$ cat src/rtl/dlm_ram.sv
`default_nettype none

module dlm_ram #(
	parameter int unsigned WIDTH = 9,
	parameter int unsigned DEPTH = 256
) (
	input  wire logic                     clk,
	input  wire logic                     we,
	input  wire logic [$clog2(DEPTH)-1:0] waddr,
	input  wire logic [WIDTH-1:0]         wdata,
	input  wire logic [$clog2(DEPTH)-1:0] raddr,
	output logic      [WIDTH-1:0]         rdata
);

	logic [WIDTH-1:0] mem [DEPTH];

	// One write port and one registered read port.
	always_ff @(posedge clk) begin
		if (we) begin
			mem[waddr] <= wdata;
		end
		rdata <= mem[raddr];
	end

endmodule

`default_nettype wire

$ cat config.mk
export PLATFORM = sky130hd
export DESIGN_NAME = dlm_ram
export DESIGN_NICKNAME = d
export VERILOG_FILES = /design/src/rtl/dlm_ram.sv
export SDC_FILE = /design/constraint.sdc
export NUM_CORES = 2
export LEC_CHECK = 0
export BUFFER_PORTS_ARGS = -buffer_cell sky130_fd_sc_hd__buf_2
export CAP_MARGIN = 40
export CORE_MARGIN = 8
export CORE_UTILIZATION = 35
export DETAILED_ROUTE_END_ITERATION = 10
export PLACE_DENSITY = 0.55
export SETUP_SLACK_MARGIN = 0.05
export SLEW_MARGIN = 20
export SYNTH_ARGS = -nofsm -noshare
export SYNTH_HDL_FRONTEND = slang
export SYNTH_SLANG_ARGS = --single-unit
export TNS_END_PERCENT = 50
$ cat constraint.sdc
create_clock -name clk -period 3.1 [get_ports clk]
set_clock_uncertainty 0.15 [all_clocks]
set_input_delay 0.155 -clock clk [delete_from_list [all_inputs] [get_ports clk]]
set_output_delay 0.155 -clock clk [all_outputs]
set_load 0.02 [all_outputs]
### Word-level counts from Yosys, hierarchy flattened

Memories as Yosys holds them, arrays and structs flattened. A register that Yosys moved wholly into a read port is not among the register bits.
Cells that the tools add are included.

| storage, ports and cells | value |
|---|---|
| bits in registers | 0 |
| latch bits | 0 |
| bits in writable memories | 2304 |
| bits in read-only memories | 0 |
| input bits | 27 |
| output and inout bits | 9 |
| word-level logic and storage cells | 3 |
| memories kept | 1 |

Memory list:

| memory | words | bits a word | read ports | clocked after memory_dff | write ports | RTL line | source |
|---|---|---|---|---|---|---|---|
| mem | 256 | 9 | 1 | 1 | 1 | 15 | `logic [WIDTH-1:0] mem [DEPTH];` |

| cells by class | value |
|---|---|
| add/sub/neg operators | 0 |
| $mul | 0 |
| div/mod/pow operators | 0 |
| magnitude comparators | 0 |
| equal/unequal tests | 0 |
| shifts and indexed selects | 0 |
| muxes and demuxes | 2 |
| bitwise logic cells | 0 |
| reductions and logical operators | 0 |

Operators with widths:

| cell | count |
|---|---|
| $mux 1 | 2 |

### Longest topological paths before layout

| depth | value |
|---|---|
| depth after elaboration | 2 |
| mapped depth | 11 |
| depth with buffers taken out | 6 |

### Worst setup path before layout

Ideal clock, no wire load.

| timing path | value |
|---|---|
| path kind | input-to-reg |
| from | in waddr[3] |
| to | mem mem[235][0] (enable) |
| arrival time | 1642 ps |
| data required time | 2576 ps |
| setup slack | 934 ps |
| stages on the path | 6 |
| buffers on the path | 3 |
| path through | clkbuf_1 -> nor2b_1 -> clkbuf_1 -> nand4_1 -> clkbuf_1 -> nor2_1 |

RTL lines:

| what | RTL line | source |
|---|---|---|
| start: declaration | 9 | `input wire logic [$clog2(DEPTH)-1:0] waddr,` |
| end: declaration | 15 |  |

Straight into the memory's write port.

==> out/results.tsv <==
stage	metric	value	unit
clocking	cts-buffers-inserted	228	
clocking	path_clk_slew	0.06	ns
detailed_routing	drt_wl_total	240000	µm
floorplanning	num_rows	185	
timing	fmax	0.345	GHz
global_routing	antenna_found_initial	18	
outcome	status	complete, no violations	
timing	post-route-period-util	93.6	%
detailed_routing	vias	45346	
timing	maxSlewViolCount	0	
global_routing	grt_max_degree	116	
final_layout	multiInputGateArea	18400	µm²
global_routing	grt_pass1_wl	342000	µm
synthesis	synth_fp_nets	4264	
synthesis	synth_compound_area_share	3.75	%
place	dp_hpwl	154000	µm
detailed_routing	dr.pass1.iters	5	
timing	setup_viol	0	
power_and_ir_drop	peakVddDrop	0.000583	V
synthesis	synth_xor_area_share	0	%
setup_path	critical_path_class	reg -> reg	
clocking	cts_tree	done	
final_layout	final.fill_count	22055	
synthesis	synthSimpleGateAreaFrac	2.50	%
detailed_routing	wl_per_cell	28.5	µm
timing	hold_viol_final	0	
final_layout	final_cell_mix	edfxtp_1 (2,304), buf_4 (538), mux4_2 (467)	
synthesis	syn_area	89300	µm²
synthesis	synth-adder-area-share	0	%
clocking	cts_root_buf	clkbuf_16	
setup_path	crit_path_start	mem[115][5]	
timing	max_slew_margin	29.0	%
detailed_routing	ant_nets	0	
synthesis	netlist_instances	4237	
setup_path	critPathLaunchType	flip-flop	
synthesis	avgSynthCellArea	21.1	µm²
detailed_routing	drc	0	
clocking	cts_setup_buffers	0	
setup_path	r2r_slack	0.20	ns
min_path	hold_start	wdata[3]	
final_layout	seq_area	69400	µm²
power_and_ir_drop	power_density	620	nW/µm²
floorplanning	core	254000	µm²
clocking	htreeDepth	4	
synthesis	async_flop_share	0	%
synthesis	synth_top_family_by_area	multiplexers	
final_layout	finalNonFillerCells	8436	
clocking	cts.path.max_buffers	3	
synthesis	synth_top_area_share	77.5	%
final_layout	final_common_cell	edfxtp_1	
place	port_buffers	35	
power_and_ir_drop	leakagePower	33.5	nW
synthesis	seq_area_frac_synth	77.7	%
setup_path	crit_arrival	3.51	ns
synthesis	synth_area_leaders	edfxtp_1 (77%), mux4_2 (12%), mux2i_1 (2.0%), a22oi_1 (1.5%), nor2_1 (1.3%)	
floorplanning	die_h	521	µm
setup_path	timing.rr.start	mem[115][5]	
global_routing	overflow	0	
floorplanning	ios	36	
floorplanning	die_area	271000	µm²
flow_run	maxCapViolCount	0	
synthesis	synthFlopType	edfxtp_1	
power_and_ir_drop	power	0.0653	W
synthesis	ys_seq_elements	2313	
min_path	hold_class	in -> reg	
detailed_routing	via_per_inst	5.38	
timing	tns	0	ns
synthesis	synthMuxAreaShare	14.3	%
global_routing	grt_use_total	17.3	%
synthesis	synth_top_area_cell	edfxtp_1	
synthesis	synth-edff-count	2304	
place	placedCellCount	7985	
clocking	clk_latency	0.89	ns
final_layout	drive_above_1_share	28.8	%
timing	rsz0062_at_grt	false	
global_routing	grt_pass1_vias	45477	
timing	worst_slew_pin_slew	1.06	ns
synthesis	yosys.cell_types.count	57	
timing	post-route-min-period	2.90	ns
final_layout	layout.nets	4900	
final_layout	syn2layout_area_growth	18.0	%
setup_path	cp.required	3.70	ns
floorplanning	die_x	521	µm
place	place_congestion	0.815	
synthesis	yosys_warnings	0	
detailed_routing	drt_iter0_drc	5123	
setup_path	endpoint_kind	flip-flop	
floorplanning	start_util	35.2	%
clocking	clock_sinks	2313	
setup_path	worstPathMaxFanout	1	
## synthesized netlist by cell type, types with 5 or more instances
cell type,instances
mux4_1,9
a221oi_1,11
nand2b_1,9
a21oi_1,98
a22o_1,8
clkbuf_1,120
nor2_1,305
nor2b_1,28
buf_4,28
buf_12,5
dfxtp_1,9
a211oi_1,26
nor4_1,27
o221ai_1,35
mux2i_1,177
buf_1,14
mux2_2,21
mux4_2,467
buf_6,26
a31oi_1,10
o21ai_0,31
nand3_1,31
nand2_1,40
buf_8,12
a22oi_1,174
nor3_1,21
o21ai_1,5
nand4_1,11
o31a_1,8
edfxtp_1,2304
o22ai_1,65
buf_2,54
## path summary, 6_finish.rpt
check                end  depth (start not counted)
max reg2reg     rdata[5]                          7
max             rdata[5]                          7
min reg2reg     rdata[4]                          5
min          mem[111][3]                          2
## per-layer routing
layer | vias to the layer above | global-route usage (%) | wire, µm
met1 | 24425 | 24.2 | 103000
met2 | 1575 | 28.3 | 116000
li1 | 19069 | - | -
met3 | 277 | 3.33 | 16200
met5 | - | 0 | 0
met4 | 0 | 3.94 | 4750
## where the power goes
part	internal [W]	total [W]	switching, W	leakage (nW)
clock	0.0154	0.0272	0.0119	3.54
sequential	0.0345	0.0346	0.0000916	20.8
combinational	0.00131	0.00353	0.00222	9.19
total	0.0512	0.0653	0.0142	33.5
## through the flow
stage / utilization, % / hold slack [ns] / setup WS, ns / cell area (µm²)
after CTS: 41.5 / 0.123 / 0.169 / 105000
after floorplan: - / 0.104 / 0.934 / 89300
after global placement: 38.5 / 0.482 / -0.899 / 97700
after detailed placement: 38.5 / 0.486 / -0.451 / 97700
final: 41.5 / 0.179 / 0.198 / 105000
after global routing: 41.5 / 0.158 / 0.201 / 105000
## flip-flops by register name, indices dropped and copies added (netlist names)
register,count
mem,2304
rdata,9
## logic make-up (layout without fill, tap and decap cells)
| group | after synthesis | in the layout |
|---|---|---|
| flops | 2313 | 2313 |
| mux | 674 | 674 |
| simple gates | 500 | 500 |
| compound gates | 489 | 489 |
| buf+inv | 261 | 1085 |
| other cells | 0 | 9 |
## repair_timing
action / 4_1_cts / 5_1_grt
setup endpoints to repair: 1 / 0
hold buffers: 23 / 0
resized for setup: 1 / 0
hold endpoints to repair: 2329 / 0
## critical path: stages (launching register included)
cell      delay [ns]
edfxtp_1        0.36
mux4_2          0.47
a22o_1          0.30
a221oi_1        0.47
o32a_1          0.36
nor3b_2         0.42
buf_4           0.21
nor4_1          0.05
## final cells by class
type	instances	area share (%)
inverters	2	0.00713
clock inverters	132	1.31
multi-input cells	1663	17.5
repair buffers	665	5.64
clock buffers	286	5.66
diodes	9	0.0214
flip-flops and latches	2313	65.9
well taps	3366	4.00
(Power assumes the default switching activity.)
